===== src/hdl/b64sc_pkg.sv =====
// ----------------------------------------------------------------------------
// Base64 stream codec package
// Shared constants and the character mapping functions of the codec.
// ----------------------------------------------------------------------------
package b64sc_pkg;

    localparam int CFG_INDEX_W = 1;
    localparam int CFG_DATA_W  = 1;
    localparam int MAX_RESULTS = 4;
    localparam int RES_IDX_W   = $clog2(MAX_RESULTS);
    localparam int RES_CNT_W   = $clog2(MAX_RESULTS + 1);
    localparam int ACC_W       = 12;

    typedef enum logic [CFG_INDEX_W-1:0] {
        REG_DECODE_MODE  = 1'b0,
        REG_URL_ALPHABET = 1'b1
    } cfg_reg_t;

    localparam logic [7:0] CH_UPPER_A = 8'h41;
    localparam logic [7:0] CH_LOWER_A = 8'h61;
    localparam logic [7:0] CH_ZERO    = 8'h30;
    localparam logic [7:0] CH_UPPER_Z = 8'h5A;
    localparam logic [7:0] CH_LOWER_Z = 8'h7A;
    localparam logic [7:0] CH_NINE    = 8'h39;
    localparam logic [7:0] CH_PLUS    = 8'h2B;
    localparam logic [7:0] CH_SLASH   = 8'h2F;
    localparam logic [7:0] CH_DASH    = 8'h2D;
    localparam logic [7:0] CH_UNDER   = 8'h5F;
    localparam logic [7:0] CH_PAD     = 8'h3D;

    localparam logic [6:0] DEC_INVALID = 7'd64;

    typedef logic [ACC_W-1:0] acc_t;

    // Low n bits set.
    function automatic acc_t low_mask(input logic [2:0] n);
        return (acc_t'(1) << n) - acc_t'(1);
    endfunction

    function automatic logic [7:0] enc_char(input logic [5:0] v, input logic url);
        logic [7:0] c;
        if (v < 6'd26) begin
            c = CH_UPPER_A + {2'b00, v};
        end else if (v < 6'd52) begin
            c = CH_LOWER_A + {2'b00, v} - 8'd26;
        end else if (v < 6'd62) begin
            c = CH_ZERO + {2'b00, v} - 8'd52;
        end else if (v == 6'd62) begin
            c = url ? CH_DASH : CH_PLUS;
        end else begin
            c = url ? CH_UNDER : CH_SLASH;
        end
        return c;
    endfunction

    // Returns the 6-bit value of a character, or DEC_INVALID.
    function automatic logic [6:0] dec_char(input logic [7:0] c, input logic url);
        logic [6:0] v;
        if (c >= CH_UPPER_A && c <= CH_UPPER_Z) begin
            v = 7'(c - CH_UPPER_A);
        end else if (c >= CH_LOWER_A && c <= CH_LOWER_Z) begin
            v = 7'(c - CH_LOWER_A + 8'd26);
        end else if (c >= CH_ZERO && c <= CH_NINE) begin
            v = 7'(c - CH_ZERO + 8'd52);
        end else if (c == CH_PLUS || (url && c == CH_DASH)) begin
            v = 7'd62;
        end else if (c == CH_SLASH || (url && c == CH_UNDER)) begin
            v = 7'd63;
        end else begin
            v = DEC_INVALID;
        end
        return v;
    endfunction

endpackage


===== src/hdl/base64_stream_codec_top.sv =====
// ----------------------------------------------------------------------------
// Base64 stream codec
// Encodes bytes to Base64 characters or decodes characters to bytes.
// ----------------------------------------------------------------------------
// An accepted item is turned combinationally into all of its results (up to four), which are
// held in a small result buffer and then leave one per cycle on the output channel while
// out_ready is high. An item therefore occupies the block until its last result leaves: one
// or two characters per byte when encoding, up to four on the last byte of a message (flush
// and '=' padding), and at most one byte per character when decoding. The next item is taken
// in the same cycle the last buffered result is transferred, so a waiting item does not hold
// up the output. Configuration writes are taken at any time, clear the message state, and
// must only be issued while no results are outstanding.
module base64_stream_codec_top
(
    input  logic                            clk,
    input  logic                            rst_n,
    input  logic                            cfg_valid,
    output logic                            cfg_ready,
    input  logic [b64sc_pkg::CFG_INDEX_W-1:0] cfg_index,
    input  logic [b64sc_pkg::CFG_DATA_W-1:0]  cfg_data,
    input  logic                            in_valid,
    output logic                            in_ready,
    input  logic [7:0]                      in_byte,
    input  logic                            message_last,
    output logic                            out_valid,
    input  logic                            out_ready,
    output logic [7:0]                      out_byte,
    output logic                            byte_valid,
    output logic                            run_last,
    output logic                            message_end
);
    import b64sc_pkg::*;

    logic                 decode_reg;
    logic                 url_reg;
    acc_t                 accum_reg, accum_next;
    logic [3:0]           pend_reg, pend_next;
    logic [1:0]           mod_reg, mod_next;
    logic                 pad_reg, pad_next;

    logic [7:0]           res_reg [MAX_RESULTS];
    logic [7:0]           res_next [MAX_RESULTS];
    logic [RES_CNT_W-1:0] remain_reg, remain_next;
    logic [RES_IDX_W-1:0] head_reg;
    logic                 bare_reg, bare_next;
    logic                 last_reg;

    logic                 in_xfer, out_xfer, cfg_xfer;

    // Encode path
    logic [2:0]           ecnt;
    acc_t                 eacc;
    logic [3:0]           etot;
    logic [2:0]           esh;
    logic                 etwo;
    logic [2:0]           erem;
    acc_t                 eleft;

    // Decode path
    logic [2:0]           dcnt;
    logic [6:0]           didx;
    acc_t                 dacc;
    logic [3:0]           dtot;
    logic [2:0]           drem;

    assign cfg_ready = 1'b1;
    assign cfg_xfer  = cfg_valid & cfg_ready;
    assign in_xfer   = in_valid & in_ready;
    assign out_xfer  = out_valid & out_ready;

    // A new item may enter once the buffer is empty or its final result leaves now.
    assign in_ready  = (remain_reg == '0) ||
                       (remain_reg == RES_CNT_W'(1) && out_ready);

    assign out_valid   = (remain_reg != '0);
    assign out_byte    = res_reg[head_reg];
    assign byte_valid  = ~bare_reg;
    assign run_last    = (remain_reg == RES_CNT_W'(1));
    assign message_end = run_last & last_reg;

    always_comb
    begin
        ecnt  = (pend_reg > 4'd4) ? 3'd4 : pend_reg[2:0];
        eacc  = ((accum_reg & low_mask(ecnt)) << 8) | acc_t'(in_byte);
        etot  = {1'b0, ecnt} + 4'd8;
        esh   = 3'(etot - 4'd6);
        etwo  = (esh >= 3'd6);
        erem  = etwo ? 3'd0 : esh;
        eleft = eacc & low_mask(erem);

        dcnt  = (pend_reg > 4'd6) ? 3'd6 : pend_reg[2:0];
        didx  = dec_char(in_byte, url_reg);
        dacc  = ((accum_reg & low_mask(dcnt)) << 6) | acc_t'(didx[5:0]);
        dtot  = {1'b0, dcnt} + 4'd6;
        drem  = (dtot >= 4'd8) ? 3'(dtot - 4'd8) : dtot[2:0];

        for (int i = 0; i < MAX_RESULTS; i++)
        begin
            res_next[i] = 8'h00;
        end
        remain_next = '0;
        bare_next   = 1'b0;
        accum_next  = accum_reg;
        pend_next   = pend_reg;
        mod_next    = mod_reg;
        pad_next    = pad_reg;

        if (!decode_reg)
        begin
            res_next[remain_next[RES_IDX_W-1:0]] = enc_char(6'(eacc >> esh), url_reg);
            remain_next = remain_next + RES_CNT_W'(1);
            mod_next    = mod_next + 2'd1;
            if (etwo)
            begin
                res_next[remain_next[RES_IDX_W-1:0]] = enc_char(eacc[5:0], url_reg);
                remain_next = remain_next + RES_CNT_W'(1);
                mod_next    = mod_next + 2'd1;
            end
            accum_next = eleft;
            pend_next  = {1'b0, erem};
            if (message_last)
            begin
                if (erem != 3'd0)
                begin
                    res_next[remain_next[RES_IDX_W-1:0]] =
                        enc_char(6'(eleft << (3'd6 - erem)), url_reg);
                    remain_next = remain_next + RES_CNT_W'(1);
                    mod_next    = mod_next + 2'd1;
                end
                for (int p = 0; p < 3; p++)
                begin
                    if (!url_reg && mod_next != 2'd0)
                    begin
                        res_next[remain_next[RES_IDX_W-1:0]] = CH_PAD;
                        remain_next = remain_next + RES_CNT_W'(1);
                        mod_next    = mod_next + 2'd1;
                    end
                end
            end
        end
        else if (!pad_reg)
        begin
            if (in_byte == CH_PAD)
            begin
                pad_next = 1'b1;
            end
            else if (didx != DEC_INVALID)
            begin
                if (dtot >= 4'd8)
                begin
                    res_next[0] = 8'(dacc >> (dtot - 4'd8));
                    remain_next = RES_CNT_W'(1);
                end
                accum_next = dacc & low_mask(drem);
                pend_next  = {1'b0, drem};
            end
        end

        // A final item that yields nothing still closes the message with a bare marker.
        if (message_last && remain_next == '0)
        begin
            res_next[0] = 8'h00;
            remain_next = RES_CNT_W'(1);
            bare_next   = 1'b1;
        end

        if (message_last)
        begin
            accum_next = '0;
            pend_next  = '0;
            mod_next   = '0;
            pad_next   = 1'b0;
        end
    end

    always_ff @(posedge clk or negedge rst_n)
    begin
        if (!rst_n)
        begin
            decode_reg <= 1'b0;
            url_reg    <= 1'b0;
            accum_reg  <= '0;
            pend_reg   <= '0;
            mod_reg    <= '0;
            pad_reg    <= 1'b0;
            remain_reg <= '0;
            head_reg   <= '0;
            bare_reg   <= 1'b0;
            last_reg   <= 1'b0;
        end
        else
        begin
            if (cfg_xfer)
            begin
                unique case (cfg_reg_t'(cfg_index))
                    REG_DECODE_MODE:  decode_reg <= cfg_data[0];
                    REG_URL_ALPHABET: url_reg    <= cfg_data[0];
                    default:          ;
                endcase
                accum_reg <= '0;
                pend_reg  <= '0;
                mod_reg   <= '0;
                pad_reg   <= 1'b0;
            end
            else if (in_xfer)
            begin
                accum_reg <= accum_next;
                pend_reg  <= pend_next;
                mod_reg   <= mod_next;
                pad_reg   <= pad_next;
            end

            if (in_xfer)
            begin
                remain_reg <= remain_next;
                head_reg   <= '0;
                bare_reg   <= bare_next;
                last_reg   <= message_last;
            end
            else if (out_xfer)
            begin
                remain_reg <= remain_reg - RES_CNT_W'(1);
                head_reg   <= head_reg + RES_IDX_W'(1);
            end
        end
    end

    always_ff @(posedge clk)
    begin
        if (in_xfer)
        begin
            for (int i = 0; i < MAX_RESULTS; i++)
            begin
                res_reg[i] <= res_next[i];
            end
        end
    end

endmodule


===== config.mk =====
export PLATFORM = sky130hd
export DESIGN_NAME = base64_stream_codec_top
export DESIGN_NICKNAME = d
export VERILOG_FILES = /design/src/hdl/b64sc_pkg.sv /design/src/hdl/base64_stream_codec_top.sv
export SDC_FILE = /design/constraint.sdc
export NUM_CORES = 1
export LEC_CHECK = 0
export BUFFER_PORTS_ARGS = -buffer_cell sky130_fd_sc_hd__buf_2
export CORE_MARGIN = 1
export CORE_UTILIZATION = 55
export DETAILED_ROUTE_END_ITERATION = 6
export PLACE_DENSITY = 0.73
export SETUP_SLACK_MARGIN = 0.1
export SLEW_MARGIN = 10
export SYNTH_ARGS = -nofsm -noshare
export SYNTH_HDL_FRONTEND = slang
export SYNTH_SLANG_ARGS = --single-unit

===== constraint.sdc =====
create_clock -name clk -period 6.56 [get_ports clk]
set_input_delay 0.328 -clock clk [delete_from_list [all_inputs] [get_ports clk]]
set_output_delay 0.328 -clock clk [all_outputs]
set_load 0.05 [all_outputs]

# ---- Yosys cells after proc, flatten, opt, wreduce, memory -nomap -nowiden
# Memory sizes are Yosys's and may differ from the RTL's.
# Cells that the tools add are included.
dict set report op_classes {
  add_sub_neg 40
  order_cmp 27
  n_eq_ne 14
  shifts 7
  muxes 117
  bitwise 24
  n_reduce_logical 33
}
# op count
set op_table {}
lappend op_table {{32-bit 2-to-1 mux} 11}
lappend op_table {{8-bit 2-to-1 mux} 25}
lappend op_table {{8-bit demux with 2-bit select} 4}
lappend op_table {{3-bit 2-to-1 mux} 21}
lappend op_table {{7-bit 2-to-1 mux} 9}
lappend op_table {{20-bit bitwise OR} 3}
lappend op_table {{7-bit by 6-bit adder with 8-bit output, first input constant} 6}
lappend op_table {{12-bit AND} 4}
lappend op_table {{6-bit 2-to-1 mux} 7}
lappend op_table {{6-bit less-than comparator, second input constant} 6}
lappend op_table {{2-bit 2-to-1 mux} 18}
lappend op_table {{12-bit NOT} 3}
lappend op_table {{32-bit bitwise mux} 1}
lappend op_table {{8-bit by 6-bit equality test with 1-bit output, second input constant} 4}
lappend op_table {{4-bit 2-to-1 mux} 7}
lappend op_table {{24-bit 2-to-1 mux} 1}
lappend op_table {{7-bit by 6-bit subtractor with 8-bit output, second input constant} 3}
lappend op_table {{8-bit by 5-bit subtractor with 8-bit output, second input constant} 3}
lappend op_table {{6-bit by 6-bit adder with 7-bit output, first input constant} 3}
lappend op_table {{6-bit equality test, second input constant} 3}
lappend op_table {{6-bit by 5-bit less-than comparator with 1-bit output, second input constant} 3}
lappend op_table {{8-bit by 7-bit >= comparator with 1-bit output, second input constant} 2}
lappend op_table {{8-bit by 7-bit less-or-equal comparator with 1-bit output, second input constant} 2}
lappend op_table {{3-bit by 1-bit adder with 3-bit output, second input constant} 5}
lappend op_table {{other kinds (47)} 108}
dict set report totals {
  reg_bits 22
  mem_bits_rw 32
  inputBits 16
  output_inout_bits 14
  word_cells 273
  n_memories 1
}
# name words width read_ports rd_ports_with_merged_regs write_ports line_no
set memory_table {}
lappend memory_table {res_reg 4 8 1 0 4 base64_stream_codec_top.sv:41} ;# logic [7:0] res_reg [MAX_RESULTS];

# ---- Longest topological paths before layout
dict set report logic_depth {
  ltp_word 35
  ltp_mapped 23
  mapped_depth_nobuf 20
}

# ---- Least setup slack after synthesis
# Ideal clock, no wire load.
dict set report synth_path {
  path_type {reg-to-reg}
  startpoint {register pend_reg[2]}
  endpoint {memory res_reg[0][1], data pin}
  setup_time_ns 0.266
  arrival_time_ns 5.044
  slack_ns 1.250
  stages_incl_launch_ff 24
  path_buffers 6
  period_less_slack_ns 5.310
  cell_sequence {dfrtp_1 buf_2 buf_2 buf_1 clkbuf_1 ha_1 buf_2 nor2_1 xnor2_1 xor2_1 ha_1 nor2_1 inv_1 fa_1 inv_1 nand3_1 nand2_1 ha_1 and2_1 or3_1 a311o_1 and3b_1 buf_2 a21oi_1}
}
# element line_no
set synth_lines {}
lappend synth_lines {{start: declaration} base64_stream_codec_top.sv:37} ;# logic [3:0] pend_reg, pend_next;
lappend synth_lines {{start signal: assignment} base64_stream_codec_top.sv:208} ;# pend_reg <= pend_next;
lappend synth_lines {{end: declaration} base64_stream_codec_top.sv:41}

==> results.txt <==
DR pass1 iterations - 6
vias per inst - 6.91
most frequent cell after synthesis - nand2_1
Reg2Reg Depth - 19
1st-iter DRT viols - 1002
M1 WL - 8.38 mm
DR vias - 6399
Setup CP Type - flip-flop to flip-flop
Post-CTS Resized - 0
CTS buffer count - 5
share of post-route cells with drive strength above 1 - 0.0992
R2R Path End - res_reg[0][5]$_SDFFCE_PP0P_
hold_ws - -0.0140 ns
CP startpoint - pend_reg[2]$_DFFE_PN0P_
Gate Count Post-Synth - 800
PwrDens - 328 mW/mm^2
worst skew pair latency - 0.33 ns
Largest register FFs - 25
gpl congestion - 0.986
FF/Latch Area - 0.00128 mm^2
synth warn - 0
Synth Register Bits - 46
IO Port Bufs - 28
Final Critical Period - 5.51 ns
final core utilization - 0.589
# clock sinks - 46
Clk pwr share - 0.128
top_reg_cell synth - edfxtp_1
Reg2Reg Setup Slack - 1.05 ns
met2 WL post-DR - 8.76 mm
hold-fix buffers at CTS - 0
Post-Route Skew - 0.0237 ns
violations in the final reports - hold timing
syn nets - 858
reg2reg start - pend_reg[2]$_DFFE_PN0P_
FMAX - 182 MHz
site row count - 38
CP Data Required Time - 6.60 ns
Routed WL - 19.5 mm
Slew @ Worst Pin - 1.15 ns
fillers - 987
Worst Hold Class - input pin to asynchronous set/reset pin
DRC viols - 0
max cap viols - 0
share of power burned in registers - 0.212
Yosys cell types - 92
CTS tree - yes
relative slew slack - 0.227
Peak supply drop - 0.254 mV
placeable core region - 0.0109 mm^2
Clk pin slew, worst setup/hold paths - 0.11 ns
Final setup violation count - 0
Clock Root Buffer - clkbuf_8
Die Y - 108 um
Total Routing Usage GR - 0.340
Post-CTS Setup Repair Bufs - 0
nets - 843
grt ovf - 0
setup tns final - 0 ns
Starting Density - 0.565
Switching Power - 1100 uW
post-synthesis cell area - 0.00615 mm^2
power after layout - 2110 uW
largest area contributor in the netlist - edfxtp_1
Max Root-Sink Buffers - 2
initial antenna violation count - 0
combinational share of power - 0.659
part of the cycle the worst path needs - 0.840
global-route wire length before repair - 30.7 mm
number of synthesized flops with an enable pin - 25
count of pins over their slew limit - 0
Commonest cells post-synth - 86 x nand2_1, 61 x nor2_1, 44 x a21oi_1
Area Growth Syn to Fin - 4.31%
post-DP HPWL - 14.4 mm
largest net degree at the start of global routing - 44
Final ANT Viol Nets - 0
startpoint class of the critical path - flip-flop
Die X - 108 um
IO Pins - 30
Worst Path Max Fanout - 10
Synth top area share - 0.122
diodes inserted - 0
Worst setup EP type - flip-flop
synthesized area per cell - 7.69 um^2
Final Hold Vio Count - 17
vias in the first global route - 5748
RSZ-0062 raised after global routing - no
WP data arrival - 5.55 ns
status - finished with violations
routed wl met3 - 1.78 mm
die area - 0.0116 mm^2
P_int - 1000 uW
Leak - 0.00257 uW
Net Sw Frac - 0.524
htree depth - 2
top post-synthesis cells by area - edfxtp_1 12%, dfrtp_1 8.5%, ha_1 8.3%
sequential area share after synthesis - 0.207
asr flop ratio synth - 0.457
area of the multi-input gates - 0.00446 mm^2
uppermost layer routed - met4
WL/cell - 21.0 um
worst max path at each step:
stage | to | slack, ns
global route | res_reg[0][5]$_SDFFCE_PP0P_ | 0.74
CTS | res_reg[0][5]$_SDFFCE_PP0P_ | 1.13
finish | res_reg[0][5]$_SDFFCE_PP0P_ | 1.05
detailed placement | res_reg[0][5]$_SDFFCE_PP0P_ | 1.18
floorplan | res_reg[0][1]$_SDFFCE_PP0P_ | 1.25
global placement | res_reg[0][4]$_SDFFCE_PP0P_ | 1.37
cell type report:
| cell class | count | share of cell area |
|---|---|---|
| multi-input combinational | 649 | 0.695 |
| timing repair buffer | 34 | 0.0289 |
| inverter | 49 | 0.0289 |
| sequential | 46 | 0.199 |
| clock buffer | 5 | 0.0107 |
| clock inverter | 3 | 0.0107 |
| tap | 140 | 0.0273 |
power by group through the flow:
stage,sequential [uW],combinational [uW],clock (uW)
after floorplan,417,1090,0
after global placement,449,1330,0
after detailed placement,453,1350,0
after CTS,446,1360,269
after global routing,455,1510,279
final,447,1390,271
cells by family (layout without fill, tap and decap cells):
| kind of cell | after synthesis | count (layout) | share of synthesized area |
|---|---|---|---|
| flops | 46 | 46 | 0.207 |
| mux | 30 | 30 | 0.0612 |
| fa+ha+maj | 42 | 42 | 0.0866 |
| xor+xnor | 20 | 20 | 0.0297 |
| buf+inv | 105 | 91 | 0.0679 |
| other cells | 1 | 1 | 0.000610 |
| compound gates | 266 | 266 | 0.311 |
| simple gates | 290 | 290 | 0.236 |
worst max-delay path: stages (launching register included):
cell and delay [ns]:
dfrtp_1 0.40, nor2b_1 0.27, inv_2 0.15, ha_1 0.28, xnor2_1 0.42, nand2_1 0.13, xor2_1 0.18, ha_1 0.28
nor2_1 0.36, inv_1 0.10, fa_1 0.54, inv_1 0.08, nand3_1 0.11, nand2_1 0.11, ha_1 0.32, nor4_1 0.40
a2111oi_0 0.14, a311o_1 0.38, and3b_1 0.46, a21oi_1 0.11
layout by cell type (no fill, tap or decap), types with 14 or more instances in the layout:
master,synthesis,routed
o211ai_1,15,15
nor3_1,29,29
nand2_1,86,86
buf_2,12,28
xnor2_1,14,14
inv_1,43,43
edfxtp_1,25,25
mux2i_1,16,16
ha_1,41,41
nand3_1,22,22
a21oi_1,44,44
o21ai_0,41,41
nor2_1,61,61
dfrtp_1,21,21
layer usage:
layer / vias up / GRT usage
met3: 52 / 0.0466
met1: 3005 / 0.479
met4: 0 / 0.101
li1: 2978 / -
met5: - / 0
met2: 364 / 0.537
metrics by stage:
step	setup slack (ns)	cells	hold slack, ns	area, um^2
global placement	1.37	918	0.350	6280
global route	0.744	926	0.0278	6420
finish	1.05	926	-0.0140	6420
floorplan	1.25	800	0.0324	6150
detailed placement	1.18	918	0.365	6280
CTS	1.13	926	0.0137	6420
(Power assumes the default switching activity.)
